--- src/rtl/core/ecnr_pkg.sv ---
// Shared types and constants for the edge-coupled neighbor resolver.
// No dependencies; imported by ecnr_rem and the core module.
package ecnr_pkg;

  localparam int MAX_GRIDS = 16;
  localparam int MAX_SIDE  = 256;

  // Width of a cell index along an edge (sides up to 511).
  localparam int IDX_W = 9;

  localparam logic [8:0] GRID_SIDE_RST = 9'd64;
  localparam logic [1:0] KIND_MAX      = 2'd2;

  typedef enum logic [1:0] {
    FUNC_RESOLVE = 2'd0,
    FUNC_ADD     = 2'd1,
    FUNC_CLEAR   = 2'd2
  } func_t;

  typedef enum logic [2:0] {
    ST_INSIDE  = 3'd0,
    ST_CROSSED = 3'd1,
    ST_MISS    = 3'd2,
    ST_ADDED   = 3'd3,
    ST_FULL    = 3'd4,
    ST_CLEARED = 3'd5
  } status_t;

  typedef enum logic [1:0] {
    BORDER_TOP    = 2'd0,
    BORDER_BOTTOM = 2'd1,
    BORDER_LEFT   = 2'd2,
    BORDER_RIGHT  = 2'd3
  } edge_t;

  typedef enum logic [1:0] {
    S_IDLE,
    S_SCAN,
    S_MAP,
    S_DONE
  } ecnr_state_t;

  // One connection as stored in the link RAM.
  typedef struct packed {
    logic [1:0] from_kind;
    logic [3:0] from_grid;
    edge_t      from_border;
    logic [1:0] to_kind;
    logic [3:0] to_grid;
    edge_t      to_border;
  } ecnr_link_t;

  // Input tdata layout, last field (source_type) in the low bits.
  typedef struct packed {
    logic [3:0] pad;
    logic [1:0] target_edge_in;
    logic [3:0] target_grid_in;
    logic [1:0] target_type_in;
    logic [1:0] offset_y;
    logic [1:0] offset_x;
    logic [7:0] cell_y;
    logic [7:0] cell_x;
    logic [1:0] source_edge;
    logic [3:0] source_grid;
    logic [1:0] source_type;
  } ecnr_in_t;

  // Output tdata layout.
  typedef struct packed {
    logic [1:0] pad;
    logic [7:0] found_y;
    logic [7:0] found_x;
    logic [3:0] found_grid;
    logic [1:0] found_type;
  } ecnr_out_t;

endpackage

--- src/rtl/core/ecnr_ram.sv ---
// Generic simple dual-port RAM: one write port, one read port, registered read.
// No dependencies.
module ecnr_ram #(
  parameter int WIDTH = 16,
  parameter int DEPTH = 16
) (
  input  logic                                   clk,
  input  logic                                   we,
  input  logic [(DEPTH > 1 ? $clog2(DEPTH) : 1)-1:0] waddr,
  input  logic [WIDTH-1:0]                       wdata,
  input  logic [(DEPTH > 1 ? $clog2(DEPTH) : 1)-1:0] raddr,
  output logic [WIDTH-1:0]                       rdata
);

  logic [WIDTH-1:0] mem [DEPTH];

  always_ff @(posedge clk) begin
    if (we) begin
      mem[waddr] <= wdata;
    end
    rdata <= mem[raddr];
  end

endmodule

--- src/rtl/core/ecnr_rem.sv ---
// Iterative remainder unit: one restoring step per cycle, IDX_W steps.
// Depends on ecnr_pkg.
module ecnr_rem
  import ecnr_pkg::*;
(
  input  logic             clk,
  input  logic             rst,
  input  logic             start,
  input  logic [IDX_W-1:0] dividend,
  input  logic [IDX_W-1:0] divisor,
  output logic             done,
  output logic [IDX_W-1:0] rem
);

  localparam int CNT_W = $clog2(IDX_W + 1);

  logic [CNT_W-1:0] cnt;
  logic [IDX_W-1:0] num;
  logic [IDX_W-1:0] den;
  logic [IDX_W-1:0] r;
  logic [IDX_W:0]   r_sh;

  assign r_sh = {r, num[IDX_W-1]};
  assign done = (cnt == '0);
  assign rem  = r;

  always_ff @(posedge clk) begin
    if (rst) begin
      cnt <= '0;
    end else if (start) begin
      cnt <= CNT_W'(IDX_W);
    end else if (!done) begin
      cnt <= cnt - 1'b1;
    end
  end

  always_ff @(posedge clk) begin
    if (start) begin
      num <= dividend;
      den <= divisor;
      r   <= '0;
    end else if (!done) begin
      num <= {num[IDX_W-2:0], 1'b0};
      // remainder stays below den, so the difference fits IDX_W bits
      if (r_sh >= {1'b0, den}) begin
        r <= IDX_W'(r_sh - {1'b0, den});
      end else begin
        r <= r_sh[IDX_W-1:0];
      end
    end
  end

endmodule

--- src/rtl/core/edge_coupled_neighbor_resolver_core.sv ---
// Edge-coupled neighbor resolver core.
// Inputs: s_* stream (func in tuser), cfg_we/cfg_data for the grid side register.
// Outputs: m_* stream with status in tuser and the found cell in tdata.
// Depends on ecnr_pkg, ecnr_ram, ecnr_rem.
//
// One beat in gives one beat out. Add, clear and resolves that do not cross an
// edge go straight to the done state, which loads the result into the output
// register and raises m_tvalid once that register is free. A resolve that
// crosses an edge scans the link RAM one entry per cycle through its registered
// read port while the remainder unit wraps the edge index in 9 steps alongside;
// a hit stops the scan and the result is mapped once the remainder is done, a
// miss ends the scan after the last entry. One item is in work at a time;
// s_tready is high only while idle.
// The result sits in an output register, so a stalled m_tready does not
// block the next input beat; a second finished result waits until the
// register frees. Reset empties the link table (count only, no clearing
// pass), sets the side to 64 and drops any pending result. The user must write
// the side register with cfg_we only while the core is idle; it is not enforced.
module edge_coupled_neighbor_resolver_core
  import ecnr_pkg::*;
#(
  parameter int MAX_LINKS = 16
) (
  input  logic        clk,
  input  logic        rst,
  input  logic        cfg_we,
  input  logic [8:0]  cfg_data,
  input  logic        s_tvalid,
  output logic        s_tready,
  // source_type, source_grid, source_edge, cell_x, cell_y, offset_x, offset_y,
  // target_type_in, target_grid_in, target_edge_in, zero pad
  input  logic [39:0] s_tdata,
  // func
  input  logic [1:0]  s_tuser,
  output logic        m_tvalid,
  input  logic        m_tready,
  // found_type, found_grid, found_x, found_y, zero pad
  output logic [23:0] m_tdata,
  // status
  output logic [2:0]  m_tuser
);

  localparam int AW = (MAX_LINKS > 1) ? $clog2(MAX_LINKS) : 1;
  localparam int CW = $clog2(MAX_LINKS + 1);
  localparam logic [CW-1:0] LINK_CAP = CW'(MAX_LINKS);
  localparam logic [9:0] SIDE_CAP = (MAX_SIDE > 511) ? 10'd511 : 10'(MAX_SIDE);

  ecnr_state_t state, state_next;

  logic [8:0]    grid_side;
  logic [CW-1:0] link_count;
  logic [CW-1:0] ptr;
  logic          rd_pend;

  logic [1:0]    cur_type;
  logic [3:0]    cur_grid;
  edge_t         cur_edge;
  logic          cur_neg;
  ecnr_link_t    hit_link;

  status_t       res_status;
  logic [1:0]    res_type;
  logic [3:0]    res_grid;
  logic [7:0]    res_x;
  logic [7:0]    res_y;

  ecnr_in_t      in_d;
  func_t         func;
  logic          accept;
  logic          issue;
  logic          load_out;
  logic          ram_we;

  logic [8:0]    side_min;
  logic [8:0]    sz;
  logic signed [9:0] nx;
  logic signed [9:0] ny;
  logic signed [9:0] idx;
  logic [8:0]    mag;
  logic          bad_src;
  logic          in_grid;
  logic          table_full;
  logic          crossing;
  edge_t         acc_edge;

  status_t       acc_status;
  logic [1:0]    acc_type;
  logic [3:0]    acc_grid;
  logic [7:0]    acc_x;
  logic [7:0]    acc_y;

  ecnr_link_t    new_link;
  logic [15:0]   rd_data;
  ecnr_link_t    rd_link;
  logic          match;

  logic          rem_done;
  logic [8:0]    rem;
  logic [8:0]    wrap_idx;
  logic [8:0]    side_last;
  logic [7:0]    map_x;
  logic [7:0]    map_y;

  ecnr_out_t     out_d;

  assign in_d   = ecnr_in_t'(s_tdata);
  assign func   = func_t'(s_tuser);
  assign accept = s_tvalid && s_tready;

  // effective side: zero acts as one, capped at MAX_SIDE
  assign side_min = (grid_side == 9'd0) ? 9'd1 : grid_side;
  assign sz       = ({1'b0, side_min} > SIDE_CAP) ? SIDE_CAP[8:0] : side_min;
  assign side_last = sz - 9'd1;

  // neighbor classification at acceptance
  assign nx = $signed({2'b00, in_d.cell_x}) + 10'($signed(in_d.offset_x));
  assign ny = $signed({2'b00, in_d.cell_y}) + 10'($signed(in_d.offset_y));
  assign bad_src = (in_d.source_type > KIND_MAX) ||
                   ({5'd0, in_d.source_grid} >= 9'(MAX_GRIDS));
  assign in_grid = !nx[9] && (nx[8:0] < sz) && !ny[9] && (ny[8:0] < sz);
  assign table_full = (link_count >= LINK_CAP);
  assign crossing = (func == FUNC_RESOLVE) && !bad_src && !in_grid;

  always_comb begin
    if (nx[9]) begin
      acc_edge = BORDER_LEFT;
      idx      = ny;
    end else if (nx[8:0] >= sz) begin
      acc_edge = BORDER_RIGHT;
      idx      = ny;
    end else if (ny[9]) begin
      acc_edge = BORDER_TOP;
      idx      = nx;
    end else begin
      acc_edge = BORDER_BOTTOM;
      idx      = nx;
    end
  end

  assign mag = idx[9] ? 9'(-idx) : idx[8:0];

  always_comb begin
    acc_status = ST_MISS;
    acc_type   = '0;
    acc_grid   = '0;
    acc_x      = '0;
    acc_y      = '0;
    case (func)
      FUNC_RESOLVE: begin
        if (!bad_src && in_grid) begin
          acc_status = ST_INSIDE;
          acc_type   = in_d.source_type;
          acc_grid   = in_d.source_grid;
          acc_x      = nx[7:0];
          acc_y      = ny[7:0];
        end
      end
      FUNC_ADD: begin
        acc_status = table_full ? ST_FULL : ST_ADDED;
      end
      FUNC_CLEAR: begin
        acc_status = ST_CLEARED;
      end
      default: begin
        acc_status = ST_MISS;
      end
    endcase
  end

  // link RAM
  assign new_link = '{from_kind: in_d.source_type,
                      from_grid: in_d.source_grid,
                      from_border: edge_t'(in_d.source_edge),
                      to_kind: in_d.target_type_in,
                      to_grid: in_d.target_grid_in,
                      to_border: edge_t'(in_d.target_edge_in)};

  ecnr_ram #(
    .WIDTH(16),
    .DEPTH(MAX_LINKS)
  ) u_link_ram (
    .clk  (clk),
    .we   (ram_we),
    .waddr(link_count[AW-1:0]),
    .wdata(new_link),
    .raddr(ptr[AW-1:0]),
    .rdata(rd_data)
  );

  assign rd_link = ecnr_link_t'(rd_data);
  assign match = rd_pend && (rd_link.from_kind == cur_type) &&
                 (rd_link.from_grid == cur_grid) && (rd_link.from_border == cur_edge);

  ecnr_rem u_rem (
    .clk     (clk),
    .rst     (rst),
    .start   (accept),
    .dividend(mag),
    .divisor (sz),
    .done    (rem_done),
    .rem     (rem)
  );

  // negative index wraps to side - rem
  assign wrap_idx = (cur_neg && rem != 9'd0) ? (sz - rem) : rem;

  always_comb begin
    case (hit_link.to_border)
      BORDER_TOP: begin
        map_x = wrap_idx[7:0];
        map_y = 8'd0;
      end
      BORDER_BOTTOM: begin
        map_x = wrap_idx[7:0];
        map_y = side_last[7:0];
      end
      BORDER_LEFT: begin
        map_x = 8'd0;
        map_y = wrap_idx[7:0];
      end
      BORDER_RIGHT: begin
        map_x = side_last[7:0];
        map_y = wrap_idx[7:0];
      end
      default: begin
        map_x = 8'd0;
        map_y = 8'd0;
      end
    endcase
  end

  // next state
  always_comb begin
    state_next = state;
    case (state)
      S_IDLE: begin
        if (accept) begin
          state_next = crossing ? S_SCAN : S_DONE;
        end
      end
      S_SCAN: begin
        if (match) begin
          state_next = S_MAP;
        end else if (!issue) begin
          state_next = S_DONE;
        end
      end
      S_MAP: begin
        if (rem_done) begin
          state_next = S_DONE;
        end
      end
      S_DONE: begin
        if (load_out) begin
          state_next = S_IDLE;
        end
      end
      default: begin
        state_next = S_IDLE;
      end
    endcase
  end

  // control outputs
  always_comb begin
    s_tready = 1'b0;
    issue    = 1'b0;
    load_out = 1'b0;
    ram_we   = 1'b0;
    case (state)
      S_IDLE: begin
        s_tready = 1'b1;
        ram_we   = s_tvalid && (func == FUNC_ADD) && !table_full;
      end
      S_SCAN: begin
        issue = (ptr < link_count);
      end
      S_DONE: begin
        load_out = !m_tvalid || m_tready;
      end
      default: begin
        s_tready = 1'b0;
      end
    endcase
  end

  // control registers
  always_ff @(posedge clk) begin
    if (rst) begin
      state      <= S_IDLE;
      grid_side  <= GRID_SIDE_RST;
      link_count <= '0;
      rd_pend    <= 1'b0;
      m_tvalid   <= 1'b0;
    end else begin
      state   <= state_next;
      rd_pend <= issue;
      if (cfg_we) begin
        grid_side <= cfg_data;
      end
      if (load_out) begin
        m_tvalid <= 1'b1;
      end else if (m_tready) begin
        m_tvalid <= 1'b0;
      end
      if (ram_we) begin
        link_count <= link_count + 1'b1;
      end else if (accept && func == FUNC_CLEAR) begin
        link_count <= '0;
      end
    end
  end

  // payload registers
  always_ff @(posedge clk) begin
    if (accept) begin
      cur_type   <= in_d.source_type;
      cur_grid   <= in_d.source_grid;
      cur_edge   <= acc_edge;
      cur_neg    <= idx[9];
      ptr        <= '0;
      res_status <= acc_status;
      res_type   <= acc_type;
      res_grid   <= acc_grid;
      res_x      <= acc_x;
      res_y      <= acc_y;
    end
    if (state == S_SCAN) begin
      if (issue) begin
        ptr <= ptr + 1'b1;
      end
      if (match) begin
        hit_link <= rd_link;
      end else if (!issue) begin
        res_status <= ST_MISS;
        res_type   <= '0;
        res_grid   <= '0;
        res_x      <= '0;
        res_y      <= '0;
      end
    end
    if (state == S_MAP && rem_done) begin
      res_status <= ST_CROSSED;
      res_type   <= hit_link.to_kind;
      res_grid   <= hit_link.to_grid;
      res_x      <= map_x;
      res_y      <= map_y;
    end
    if (load_out) begin
      m_tuser <= res_status;
      m_tdata <= out_d;
    end
  end

  assign out_d = '{pad: 2'b00, found_y: res_y, found_x: res_x,
                   found_grid: res_grid, found_type: res_type};

endmodule
--- config.mk ---
export PLATFORM = sky130hd
export DESIGN_NAME = edge_coupled_neighbor_resolver_core
export DESIGN_NICKNAME = d
export VERILOG_FILES = /design/src/rtl/core/ecnr_pkg.sv /design/src/rtl/core/ecnr_ram.sv /design/src/rtl/core/ecnr_rem.sv /design/src/rtl/core/edge_coupled_neighbor_resolver_core.sv
export SDC_FILE = /design/constraint.sdc
export NUM_CORES = 1
export LEC_CHECK = 0
export BUFFER_PORTS_ARGS = -buffer_cell sky130_fd_sc_hd__buf_4
export CAP_MARGIN = 20
export CORE_ASPECT_RATIO = 1.25
export CORE_MARGIN = 4
export CORE_UTILIZATION = 60
export DETAILED_ROUTE_END_ITERATION = 8
export PLACE_DENSITY = 0.86
export SETUP_SLACK_MARGIN = 0.05
export SYNTH_ARGS = -nofsm -noshare
export SYNTH_HDL_FRONTEND = slang
export SYNTH_SLANG_ARGS = --single-unit
--- constraint.sdc ---
create_clock -name clk -period 7.5 [get_ports clk]
set_clock_uncertainty 0.1 [all_clocks]
set_input_delay 0.75 -clock clk [delete_from_list [all_inputs] [get_ports clk]]
set_output_delay 0.75 -clock clk [all_outputs]
set_load 0.02 [all_outputs]
# Word-level counts from Yosys, hierarchy flattened
# Memories as Yosys holds them, arrays and structs flattened. A register that Yosys moved wholly into a read port is not among the register bits.
# Index checks and enable logic that the tools add are counted.
[classes] magnitude_cmp=8 eq_ne=16 add_sub_neg=9 reduce_logical=36 n_mux=70
[ops] cell="8-bit two-way mux" count=15
[ops] cell="9-bit two-way mux" count=6
[ops] cell="8-bit case mux with 3 select lines" count=2
[ops] cell="4-bit two-way mux" count=9
[ops] cell="2-bit two-way mux" count=14
[ops] cell="5-bit two-way mux" count=5
[ops] cell="9-bit by 2-bit adder with 10-bit output" count=2
[ops] cell="10-bit two-way mux" count=2
[ops] cell="9-bit less-than comparator" count=2
[ops] cell="1-bit logical AND" count=15
[ops] cell="3-bit two-way mux" count=5
[ops] cell="5-bit by 1-bit adder with 5-bit output (second input constant)" count=2
[ops] cell="2-bit == test (second input constant)" count=5
[ops] cell="10-bit by 9-bit >= comparator with 1-bit output" count=1
[ops] cell="1-bit two-way mux" count=10
[ops] cell="9-bit >= comparator" count=1
[ops] cell="9-bit > comparator (second input constant)" count=1
[ops] cell="9-bit logical NOT" count=1
[ops] cell="9-bit negator" count=1
[ops] cell="3-bit case mux with 3 select lines" count=1
[ops] cell="9-bit nonzero test" count=1
[ops] cell="9-bit subtractor" count=1
[ops] cell="2-bit inequality test (second input constant)" count=4
[ops] cell="2-bit case mux with 4 select lines" count=1
[ops] cell="other kinds (18)" count=32
[totals] register_bits=121 mem_bits_rw=256 input_bits=56 out_inout_bits=29 wordCells=166 n_memories=1
[memory_table] memory="u_link_ram.mem" words=16 width=16 rd=1 rd_clocked_by_memory_dff=1 wr=1 line="ecnr_ram.sv:15" rtl="logic [WIDTH-1:0] mem [DEPTH];"

# Depth between registers and ports, before layout
# Gate-level depths: netlist of run 1.
[logic_depth] ltp_word=16 depth_mapped=22

# Modules after synthesis
# Synthesis of run 1 repeated with hierarchy kept, for this count alone.
[hier_totals] hier_cells=1229 hier_area_um2=17712.0
[modules_own_cells] module="ecnr_ram" seq_area_each_um2=8007.7 cells_per_inst=432 instances=1 area_per_inst_um2=10042.1
[modules_own_cells] module="edge_coupled_neighbor_resolver_core" seq_area_each_um2=2222.1 cells_per_inst=636 instances=1 area_per_inst_um2=5965.7
[modules_own_cells] module="ecnr_rem" seq_area_each_um2=800.8 cells_per_inst=161 instances=1 area_per_inst_um2=1704.1

# Worst setup path before layout of run 1
# Ideal clock, no wire load.
[synth_timing] path_kind="input to register" from="in s_tdata[8]" to="reg u_rem.num[8] (data pin)" t_arrival_ps=4458 slack_ps=2801 required_time_ps=7258 path_buffers=1 cell_stages=21 cell_sequence="ha_1 > inv_1 > fa_1 > nor2b_1 > o21ai_0 > a21oi_1 > nor2_1 > xnor2_1 > ha_1 > nand4_1 > a31oi_1 > a2111oi_0 > nand4_1 > clkbuf_1 > a21oi_1 > ha_1 > nand2_1 > nor4_2 > a31oi_1 > or4_1 > nand4_1"
[synth_between] elab_chain_len=7
[synth_lines] element="start: declaration" line="edge_coupled_neighbor_resolver_core.sv:32" rtl="input logic [39:0] s_tdata,"
[synth_lines] element="9-bit by 2-bit adder with 10-bit output (*)" line="edge_coupled_neighbor_resolver_core.sv:116" rtl="assign nx = $signed({2'b00, in_d.cell_x}) + 10'($signed(in_d.offset_x));"
[synth_lines] element="9-bit >= comparator" line="edge_coupled_neighbor_resolver_core.sv:128" rtl="end else if (nx[8:0] >= sz) begin"
[synth_lines] element="10-bit two-way mux" line="edge_coupled_neighbor_resolver_core.sv:128"
[synth_lines] element="10-bit two-way mux (*)" line="edge_coupled_neighbor_resolver_core.sv:125" rtl="if (nx[9]) begin"
[synth_lines] element="9-bit negator" line="edge_coupled_neighbor_resolver_core.sv:140" rtl="assign mag = idx[9] ? 9'(-idx) : idx[8:0];"
[synth_lines] element="9-bit two-way mux (*)" line="edge_coupled_neighbor_resolver_core.sv:140"
[synth_lines] element="9-bit two-way mux (*)" line="ecnr_rem.sv:38" rtl="if (start) begin"
[synth_lines] element="end signal: assignment" line="ecnr_rem.sv:39" rtl="num <= dividend;"
[synth_lines] element="end signal: assignment" line="ecnr_rem.sv:43" rtl="num <= {num[IDX_W-2:0], 1'b0};"
[synth_lines] element="end: declaration" line="ecnr_rem.sv:18" rtl="logic [IDX_W-1:0] num;"
# Mark *: on every way between the ends. The rest lies on a longest branch, timed or not.
# A chain may end at the register's enable or synchronous reset.

# Final worst setup path of run 1
[layout_timing] from="in s_tdata[25]" to="reg u_rem.num[8] (data pin)"
# Same word-level chain as after synthesis.

==> flow_summary_export.csv, run 1 <==
group,metric,value,unit
run_status,status,"finished clean",
placement,place_inst,1579,
grt,grt_use_met2,0.474,
detailed_routing,vias,10800,
worst_setup_path,path_max_fanout,13,
grt,top_usage_layer,"met2",
detailed_routing,drt-total-wl,41.9,mm
grt,grt_use_total,0.261,
clock_network,clock_path_buffers,3,
placement,portBuffers,78,
timing,setup_ws,2.16,ns
placement,post-dp-hpwl,26.2,mm
floorplan,coreArea,28500,um^2
worst_setup_path,path_buf_inv,2,
detailed_routing,drtPass1Iterations,5,
grt,antenna_found_initial,0,
clock_network,clock_latency,0.54,ns
worst_setup_path,crit_family,"simple AND/OR/NAND/NOR gates",
timing,relSlewSlack,0.324,
timing,hold_viol,0,
worst_setup_path,crit_arrival,5.63,ns
worst_setup_path,reg2reg_slack,2.80,ns
worst_setup_path,path_cells,"buf_4 -> inv_1 -> fa_1 -> nor2b_1 -> o21ai_0 -> a21oi_1 -> nor2_1 -> xnor2_1 -> ha_1 -> nand4_1 -> a31oi_1 -> a2111oi_0 -> nand4_1 -> a21oi_1 -> ha_1 -> nand2_1 -> nor4_2 -> a31oi_1 -> or4_1 -> nand4_1",
clock_network,cts.sinks,393,
detailed_routing,avgViaCountPerCell,6.53,
detailed_routing,antenna_left,0,
logic_synthesis,synth_cell_types,69,
timing,grt_setup_unrepaired,"no",
detailed_routing,route.detailed.drc,0,
grt,grt_pass1_wl,63.5,mm
worst_hold_path,whs_path_depth,0,
finish,diodes,0,
clock_network,cts_tree,"done",
logic_synthesis,synth_edf_count,316,
worst_setup_path,start_kind,"input pin",
logic_synthesis,syn_area,17300,um^2
timing,post-route-period-util,0.712,
worst_hold_path,whs_endpoint,"hit_link[4]$_DFFE_PP_",
worst_hold_path,hold_class,"flip-flop to flip-flop",
floorplan,die_y,198,um
power_and_ir_drop,leakagePower,6.94,nW
worst_setup_path,cp_slowest_stage_delay,0.60,ns
power_and_ir_drop,ir_drop,0.219,mV
worst_setup_path,cp-end-kind,"flip-flop",
floorplan,start_util,0.608,
worst_setup_path,r2r_end,"u_rem.num[8]$_DFFE_PP_",
grt,use_met3,0.0394,
timing,worst_slew_pin_slew,1.01,ns
floorplan,ios,85,
logic_synthesis,ys_async_sr_fraction,0,
finish,layout_commonest_cell,"edfxtp_1",
logic_synthesis,synth_top_area_cell,"edfxtp_1",
detailed_routing,wl_per_cell,25.3,um
timing,post-route-min-period,5.34,ns
worst_setup_path,cpMostUsedCell,"nand4_1",
finish,fin_cells,1654,
grt,grt_pass1_vias,11100,
timing,max_freq,0.187,GHz
grt,grt_max_degree,69,
logic_synthesis,synth_top_area_share,0.547,
clock_network,cts.clk_slew.worst_paths,0.06,ns
clock_network,ctsHoldBuffers,0,
worst_setup_path,worstReg2RegStart,"grid_side[5]$_SDFFE_PP0P_",
grt,grt_overflow,0,
logic_synthesis,synth.yosys.seq_area_share,0.636,
logic_synthesis,synthFlopType,"edfxtp_1",
placement,place_worst_setup_slack,1.77,ns
power_and_ir_drop,p_per_area,310,nW/um^2
logic_synthesis,netlist_instances,1173,
floorplan,die_area,31700,um^2
logic_synthesis,synth.top_cells.by_area,"edfxtp_1 55%, mux4_2 10%, dfxtp_1 8.9%",
timing,setup-tns-final,0,ns
floorplan,die_w,160,um
detailed_routing,drt-initial-drc-count,880,
worst_setup_path,criticalPathCategory,"input pin to flip-flop",
finish,final_cell_mix,"316 x edfxtp_1, 99 x buf_4, 80 x mux4_2",
worst_setup_path,cp.required,7.79,ns
placement,globalplace.congestion,0.954,
finish,drive_gt1_frac,0.207,
finish,area_growth,13.9,%
worst_hold_path,min_from,"u_link_ram.rdata[4]$_DFF_P_",
logic_synthesis,avgSynthCellArea,14.8,um^2
logic_synthesis,yosysWarnings,0,
logic_synthesis,synth_seq_cells,393,
timing,setup_viol_count_final,0,
floorplan,num_rows,69,
finish,nets,1396,
clock_network,cts_resized,0,
timing,drv_slew,0,
flow_run,drv_cap,0,
grt,globalRouteMet1Util,0.312,
worst_setup_path,critical-path-slowest-cell,"a2111oi_0",
clock_network,htreeDepth,2,
power_and_ir_drop,total_power,6.12,mW
clock_network,cts-root-buf,"clkbuf_16",
clock_network,cts_buffers,38,
worst_setup_path,ff2ff_path_depth,15,
clock_network,cts_setup_buffers,0,
==> area by class of cell <==
type | count | area [um^2]
inverters | 57 | 214
multi-input cells | 674 | 5930
repair buffers | 105 | 871
clock buffers | 49 | 1000
flip-flops and latches | 393 | 11000
clock inverters | 21 | 243
fillers | 1839 | 8750
well taps | 355 | 444
==> cell families (layout without fill, tap and decap cells) <==
family	after synthesis	count (layout)	synth area share
compound gates	208	208	0.0795
xor+xnor	36	36	0.0186
fa+ha+maj	71	71	0.0530
buf+inv	107	232	0.0247
flops	393	393	0.636
mux	93	93	0.111
other cells	1	2	0.000216
simple gates	264	264	0.0762
==> how the worst max path moves through the flow <==
stage	from	depth (start not counted)	end
after detailed placement	s_tdata[25]	19	u_rem.num[8]$_DFFE_PP_
after global placement	s_tdata[25]	19	u_rem.num[8]$_DFFE_PP_
after floorplan	s_tdata[8]	21	u_rem.num[8]$_DFFE_PP_
final	s_tdata[25]	20	u_rem.num[8]$_DFFE_PP_
after CTS	s_tdata[25]	20	u_rem.num[8]$_DFFE_PP_
after global routing	s_tdata[25]	19	u_rem.num[8]$_DFFE_PP_
==> per-layer routing <==
layer | routed length, um | up-vias | part of all wire
li1 | - | 4768 | -
met1 | 14800 | 5365 | 0.35
met2 | 22500 | 536 | 0.54
met3 | 2920 | 124 | 0.070
met4 | 1640 | 0 | 0.039
met5 | 0 | - | 0
==> registers in the layout, indices dropped and copies added, names as in the netlist, 2 cells and up <==
signal	cells
cur_edge	2
res_type	2
u_link_ram.mem	256
u_rem.rem	9
u_rem.den	9
u_link_ram.rdata	16
res_status	3
m_tdata	22
res_grid	4
cur_grid	4
hit_link	8
res_y	8
ptr	5
cur_type	2
state	2
link_count	5
grid_side	9
u_rem.num	9
u_rem.cnt	4
m_tuser	3
res_x	8
==> cells in the mapped netlist (3+ instances only) <==
cell type,instances
o211ai_1,6
or2_2,5
mux2i_1,13
mux4_2,80
nor2_1,65
edfxtp_1,316
o31ai_1,5
nor4_1,5
xor2_1,9
nor2b_1,15
or4_1,5
inv_1,55
a221o_1,8
buf_2,3
ha_1,67
a31oi_1,12
nand3_1,30
fa_1,4
a211oi_1,16
nand2b_1,8
nand2_1,59
and2_1,6
xnor2_1,26
a21o_1,10
o21ai_0,51
nor3_1,27
clkbuf_1,42
and3_1,4
dfxtp_1,77
or3_1,10
a2111oi_0,5
a211o_1,6
a22oi_1,11
a21oi_1,48
nand4_1,15
o21a_1,7
==> where the power goes <==
| part | internal, mW | switching (mW) |
|---|---|---|
| clock | 1.10 | 0.813 |
| sequential | 2.61 | 0.157 |
| combinational | 0.603 | 0.846 |
| total | 4.31 | 1.82 |
==> stage by stage <==
stage | util | hold WS (ns) | area, um^2
after floorplan | - | 0.286 | 17300
after global placement | 0.644 | 0.289 | 18400
after detailed placement | 0.646 | 0.293 | 18400
after CTS | 0.690 | 0.312 | 19700
after global routing | 0.693 | 0.317 | 19700
final | 0.693 | 0.309 | 19700
No activity file was read; power rests on OpenSTA's default activity.
==> run 2, diff against run 1 <==
--- a/config.mk
+++ b/config.mk
@@ -9,9 +9,9 @@
 export CAP_MARGIN = 20
 export CORE_ASPECT_RATIO = 1.25
 export CORE_MARGIN = 4
-export CORE_UTILIZATION = 60
+export CORE_UTILIZATION = 55
 export DETAILED_ROUTE_END_ITERATION = 8
-export PLACE_DENSITY = 0.86
+export PLACE_DENSITY = 0.84
 export SETUP_SLACK_MARGIN = 0.05
 export SYNTH_ARGS = -nofsm -noshare
 export SYNTH_HDL_FRONTEND = slang
==> constraint.sdc (replaced) <==
create_clock -name clk -period 4.7 [get_ports clk]
set_clock_uncertainty 0.1 [all_clocks]
set_input_delay 0.47 -clock clk [delete_from_list [all_inputs] [get_ports clk]]
set_output_delay 0.47 -clock clk [all_outputs]
set_load 0.02 [all_outputs]
==> flow_summary_export.csv, run 2 (synthesis gave the netlist of run 1 again) <==
group,metric,value,unit
power_and_ir_drop,comb_power_share,0.238,
timing,relSlewSlack,0.363,
grt,grt_use_total,0.241,
finish,regMostFlops,"u_link_ram.mem",
power_and_ir_drop,clkPwrFrac,0.320,
clock_network,cts_resized,0,
timing,post-route-min-period,4.28,ns
worst_setup_path,critical-path-slowest-cell,"or4_1",
detailed_routing,wl_met3,3.13,mm
floorplan,start_util,0.559,
power_and_ir_drop,power_frac_seq,0.442,
placement,globalplace.congestion,0.903,
timing,setup_viol_count_final,0,
power_and_ir_drop,p_per_area,499,nW/um^2
clock_network,clock_latency,0.53,ns
clock_network,cts_setup_buffers,0,
detailed_routing,drt-initial-drc-count,1016,
clock_network,ctsHoldBuffers,0,
power_and_ir_drop,ir_drop,0.397,mV
worst_setup_path,cp.required,4.98,ns
grt,grt_max_degree,36,
placement,post-dp-hpwl,27.2,mm
finish,nets,1420,
placement,place_inst,1659,
clock_network,cts-root-buf,"clkbuf_16",
floorplan,die_w,167,um
worst_setup_path,crit_arrival,4.55,ns
clock_network,cts.clk_slew.worst_paths,0.06,ns
timing,post-route-period-util,0.910,
timing,grt_setup_unrepaired,"no",
floorplan,ios,85,
finish,largest_reg_flops,256,
grt,grt_pass1_vias,10900,
timing,hold_viol,0,
detailed_routing,avgViaCountPerCell,6.24,
floorplan,num_rows,72,
power_and_ir_drop,leakagePower,7.07,nW
placement,portBuffers,78,
finish,area_growth,15.2,%
power_and_ir_drop,switchingPower,2.88,mW
detailed_routing,drt-met1-wl,14.7,mm
worst_hold_path,hold_class,"input pin to flip-flop",
floorplan,die_y,206,um
power_and_ir_drop,total_power,9.95,mW
detailed_routing,drtPass1Iterations,6,
finish,largestRegisters,"u_link_ram.mem (256), m_tdata (22), u_link_ram.rdata (16)",
detailed_routing,drt-total-wl,41.2,mm
grt,grt_overflow,0,
worst_setup_path,start_kind,"input pin",
grt,grt_pass1_wl,63.7,mm
finish,diodes,0,
finish,final_cell_mix,"316 x edfxtp_1, 128 x buf_4, 80 x mux4_2",
timing,max_freq,0.234,GHz
worst_setup_path,crit_family,"compound AO/OA/AOI/OAI gates",
detailed_routing,vias,10800,
clock_network,clock_path_buffers,3,
worst_setup_path,path_buf_inv,3,
finish,drive_gt1_frac,0.222,
floorplan,coreArea,31000,um^2
floorplan,die_area,34400,um^2
clock_network,cts_tree,"done",
flow_run,drv_cap,0,
clock_network,htreeDepth,2,
worst_setup_path,cp-end-kind,"flip-flop",
worst_setup_path,criticalPathCategory,"input pin to flip-flop",
timing,worst_slew_pin_slew,0.951,ns
grt,antenna_found_initial,0,
worst_setup_path,path_cells,"buf_4 -> ha_1 -> inv_1 -> fa_1 -> nor2b_1 -> o21ai_0 -> a21oi_1 -> o41ai_2 -> xnor2_1 -> ha_1 -> nand4_1 -> a31oi_1 -> a2111oi_2 -> buf_4 -> nand4_1 -> a21oi_1 -> ha_1 -> nand2_1 -> nor4_2 -> a31oi_1 -> or4_1 -> nand4_1",
run_status,status,"finished clean",
worst_setup_path,cp_slowest_stage_delay,0.41,ns
detailed_routing,wl_met2,21.7,mm
power_and_ir_drop,sw_frac_of_total,0.290,
finish,fin_cells,1729,
detailed_routing,wl_per_cell,23.9,um
clock_network,cts_buffers,38,
timing,setup-tns-final,0,ns
detailed_routing,route.detailed.drc,0,
clock_network,cts.sinks,393,
finish,layout_commonest_cell,"edfxtp_1",
power_and_ir_drop,p_int,7.07,mW
detailed_routing,highest_layer,"met4",
finish,final_util,0.644,
worst_setup_path,path_max_fanout,4,
detailed_routing,antenna_left,0,
timing,drv_slew,0,
run 2: cell count changes in the layout (fill, tap and decap cells not counted), sizes merged:
| cell | change |
|---|---|
| clkinvlp | +2 |
| clkbuf | +2 |
| bufinv | +2 |
| inv | -1 |
| buf | +24 |
| clkinv | -6 |
run 2: area by class of cell:
class	instances	area [um^2]
well taps	407	509
inverters	57	214
repair buffers	129	976
flip-flops and latches	393	11000
clock inverters	18	251
fillers	2106	11000
multi-input cells	674	5930
clock buffers	51	1050
run 2: power groups by stage:
stage	sequential (mW)	combinational, mW	clock (mW)
finish	4.40	2.36	3.18
global route	4.44	2.60	3.38
CTS	4.40	2.34	3.22
detailed placement	4.47	2.32	0
global placement	4.46	2.25	0
floorplan	4.39	1.66	0
run 2: stage by stage:
step	instance area, um^2	hold slack (ns)	setup WS [ns]
finish	20000	0.0610	0.425
global route	20000	0.0713	0.103
CTS	19900	0.0466	0.346
detailed placement	18600	0.295	-0.139
global placement	18600	0.290	-0.0127
floorplan	17300	0.286	0.281
run 2: per-layer routing:
metal	track usage	vias up
met5	0	-
met4	0.0962	0
met3	0.0344	110
met2	0.434	561
met1	0.295	5309
li1	-	4806
run 2: path summary, 6_finish.rpt:
path / from / to / slack, ns / depth (start not counted)
max: s_tdata[8] / u_rem.num[8]$_DFFE_PP_ / 0.42 / 22
min: cfg_data[6] / grid_side[6]$_SDFFE_PP1P_ / 0.06 / 2
max reg2reg: grid_side[5]$_SDFFE_PP0P_ / u_rem.num[8]$_DFFE_PP_ / 0.50 / 16
min reg2reg: u_link_ram.rdata[4]$_DFF_P_ / hit_link[4]$_DFFE_PP_ / 0.31 / 0
==> run 3, diff against run 2 <==
--- a/config.mk
+++ b/config.mk
@@ -9,9 +9,9 @@
 export CAP_MARGIN = 20
 export CORE_ASPECT_RATIO = 1.25
 export CORE_MARGIN = 4
-export CORE_UTILIZATION = 55
+export CORE_UTILIZATION = 35
 export DETAILED_ROUTE_END_ITERATION = 8
-export PLACE_DENSITY = 0.84
+export PLACE_DENSITY = 0.6
 export SETUP_SLACK_MARGIN = 0.05
 export SYNTH_ARGS = -nofsm -noshare
 export SYNTH_HDL_FRONTEND = slang
==> constraint.sdc (replaced) <==
create_clock -name clk -period 3.6 [get_ports clk]
set_clock_uncertainty 0.1 [all_clocks]
set_input_delay 0.36 -clock clk [delete_from_list [all_inputs] [get_ports clk]]
set_output_delay 0.36 -clock clk [all_outputs]
set_load 0.02 [all_outputs]
==> flow_summary_export.csv, run 3 (synthesis gave the netlist of run 1 again) <==
group,metric,value,unit
finish,regMostFlops,"u_link_ram.mem",
finish,area_growth,23.6,%
grt,grt_use_total,0.160,
floorplan,num_rows,90,
run_status,violations,"negative setup slack",
detailed_routing,drt-initial-drc-count,764,
detailed_routing,drtPass1Iterations,7,
worst_hold_path,min_from,"s_tdata[4]",
clock_network,htreeDepth,2,
detailed_routing,wl_met2,22.9,mm
clock_network,clock_latency,0.57,ns
timing,post-route-period-util,1.08,
timing,drv_slew,0,
worst_setup_path,worstReg2RegStart,"grid_side[5]$_SDFFE_PP0P_",
power_and_ir_drop,p_per_area,628,nW/um^2
finish,final_util,0.440,
detailed_routing,antenna_left,0,
floorplan,ios,85,
timing,grt_setup_unrepaired,"yes",
detailed_routing,vias,10700,
grt,grt_overflow,0,
clock_network,clock_path_buffers,3,
finish,layout_commonest_cell,"edfxtp_1",
power_and_ir_drop,ir_drop,0.428,mV
timing,setup_viol_count_final,4,
floorplan,start_util,0.356,
worst_setup_path,cp.required,3.94,ns
grt,grt_pass1_vias,11100,
detailed_routing,highest_layer,"met4",
worst_setup_path,start_kind,"input pin",
grt,grt_pass1_wl,66.0,mm
finish,drive_gt1_frac,0.289,
worst_setup_path,crit_arrival,4.22,ns
clock_network,cts.clk_slew.worst_paths,0.06,ns
finish,fillCellCount,4385,
timing,hold_viol,0,
power_and_ir_drop,leakagePower,7.62,nW
timing,worst_slew_pin_slew,1.02,ns
finish,largest_reg_flops,256,
timing,max_freq,0.258,GHz
finish,largestRegisters,"u_link_ram.mem (256), m_tdata (22), u_link_ram.rdata (16)",
floorplan,die_w,207,um
floorplan,die_y,257,um
finish,final_cell_mix,"316 x edfxtp_1, 196 x buf_4, 80 x mux4_2",
placement,portBuffers,78,
detailed_routing,wl_per_cell,20.8,um
detailed_routing,avgViaCountPerCell,5.16,
detailed_routing,route.detailed.drc,0,
finish,nets,1521,
run_status,status,"finished with violations",
worst_setup_path,cp-end-kind,"flip-flop",
worst_setup_path,path_max_fanout,8,
placement,post-dp-hpwl,28.7,mm
flow_run,drv_cap,0,
timing,relSlewSlack,0.320,
timing,setup_ws,-0.283,ns
clock_network,cts-root-buf,"clkbuf_16",
worst_setup_path,crit_start,"s_tdata[25]",
floorplan,coreArea,48600,um^2
power_and_ir_drop,total_power,13.4,mW
clock_network,cts_tree,"done",
detailed_routing,drt-total-wl,43.2,mm
placement,place_worst_setup_slack,-0.898,ns
floorplan,die_area,53200,um^2
worst_hold_path,hold_class,"input pin to flip-flop",
worst_setup_path,criticalPathCategory,"input pin to flip-flop",
detailed_routing,drt-met1-wl,17.0,mm
clock_network,cts.sinks,393,
grt,antenna_found_initial,0,
placement,globalplace.congestion,0.855,
timing,post-route-min-period,3.88,ns
finish,diodes,0,
detailed_routing,wl_met3,1.86,mm
grt,grt_max_degree,69,
clock_network,cts_buffers,42,
==> run 3: changes by cell type in the layout (fill, tap and decap cells not counted), moves of 4 or more <==
cell,change
a21oi_1,-5
a21oi_2,+5
buf_12,+7
buf_4,+68
buf_6,+4
clkbuf_1,+7
clkbuf_16,+4
dlygate4sd3_1,+19
nor2_1,-16
nor2_2,+13
==> run 3: final timing paths <==
kind                                          end  cells after the start  slack (ns)
setup reg to reg           u_rem.num[4]$_DFFE_PP_                     19       -0.24
hold / removal    u_link_ram.mem[4][12]$_DFFE_PP_                      1        0.03
hold reg to reg             hit_link[6]$_DFFE_PP_                      0        0.30
setup / recovery           u_rem.num[4]$_DFFE_PP_                     22       -0.28
==> run 3: area by class of cell <==
| class | count | area (um^2) | area share |
|---|---|---|---|
| well taps | 644 | 806 | 0.0376 |
| multi-input cells | 674 | 6100 | 0.285 |
| clock inverters | 13 | 201 | 0.00940 |
| inverters | 57 | 214 | 0.00999 |
| flip-flops and latches | 393 | 11000 | 0.515 |
| clock buffers | 65 | 1220 | 0.0569 |
| repair buffers | 226 | 1850 | 0.0862 |
==> run 3: timing repair <==
item	in CTS	in global routing
resized for setup	11	19
hold endpoints to repair	169	0
hold buffers	19	0
setup buffers	2	8
endpoints found under the setup margin	5	30
pin swaps	15	13
==> run 3: metal layers <==
metal  GRT usage  vias to the layer above
li1            -                     5012
met1       0.193                     5317
met2       0.290                      275
met3      0.0231                       84
met4      0.0592                        0
met5           0                        -
==> run 3: report_power, final <==
part / switching, mW / total (mW) / internal [mW] / leakage, nW
combinational: 1.89 / 3.38 / 1.49 / 3.43
clock: 1.79 / 4.36 / 2.58 / 0.677
sequential: 0.270 / 5.70 / 5.43 / 3.51
total: 3.95 / 13.4 / 9.49 / 7.62
==> run 3: through the flow <==
step | area [um^2] | setup TNS, ns | instances | hold slack, ns
2_1_floorplan | 17400 | -1.16 | 1174 | 0.286
3_3_place_gp | 19600 | -9.62 | 1965 | 0.291
3_5_place_dp | 19600 | -11.27 | 1965 | 0.289
4_1_cts | 21300 | -0.280 | 2064 | 0.00309
5_1_grt | 21400 | -1.84 | 2072 | 0.0258
6_report | 21400 | -0.779 | 2072 | 0.0330
==> run 3: worst max-delay path, stage by stage <==
cell and delay [ns]:
buf_4 0.14, buf_4 0.16, ha_1 0.29, o21ai_1 0.17, a21oi_2 0.08, o41ai_2 0.23, xnor2_1 0.20, ha_1 0.28
nand4_1 0.17, nor2_2 0.07, a2111oi_4 0.37, nand4_1 0.25, buf_4 0.21, buf_6 0.12, nor2_4 0.09, a21oi_2 0.05
ha_2 0.22, nand2_4 0.08, nor2_2 0.04, or3_1 0.36, a31oi_1 0.18, a21o_1 0.10
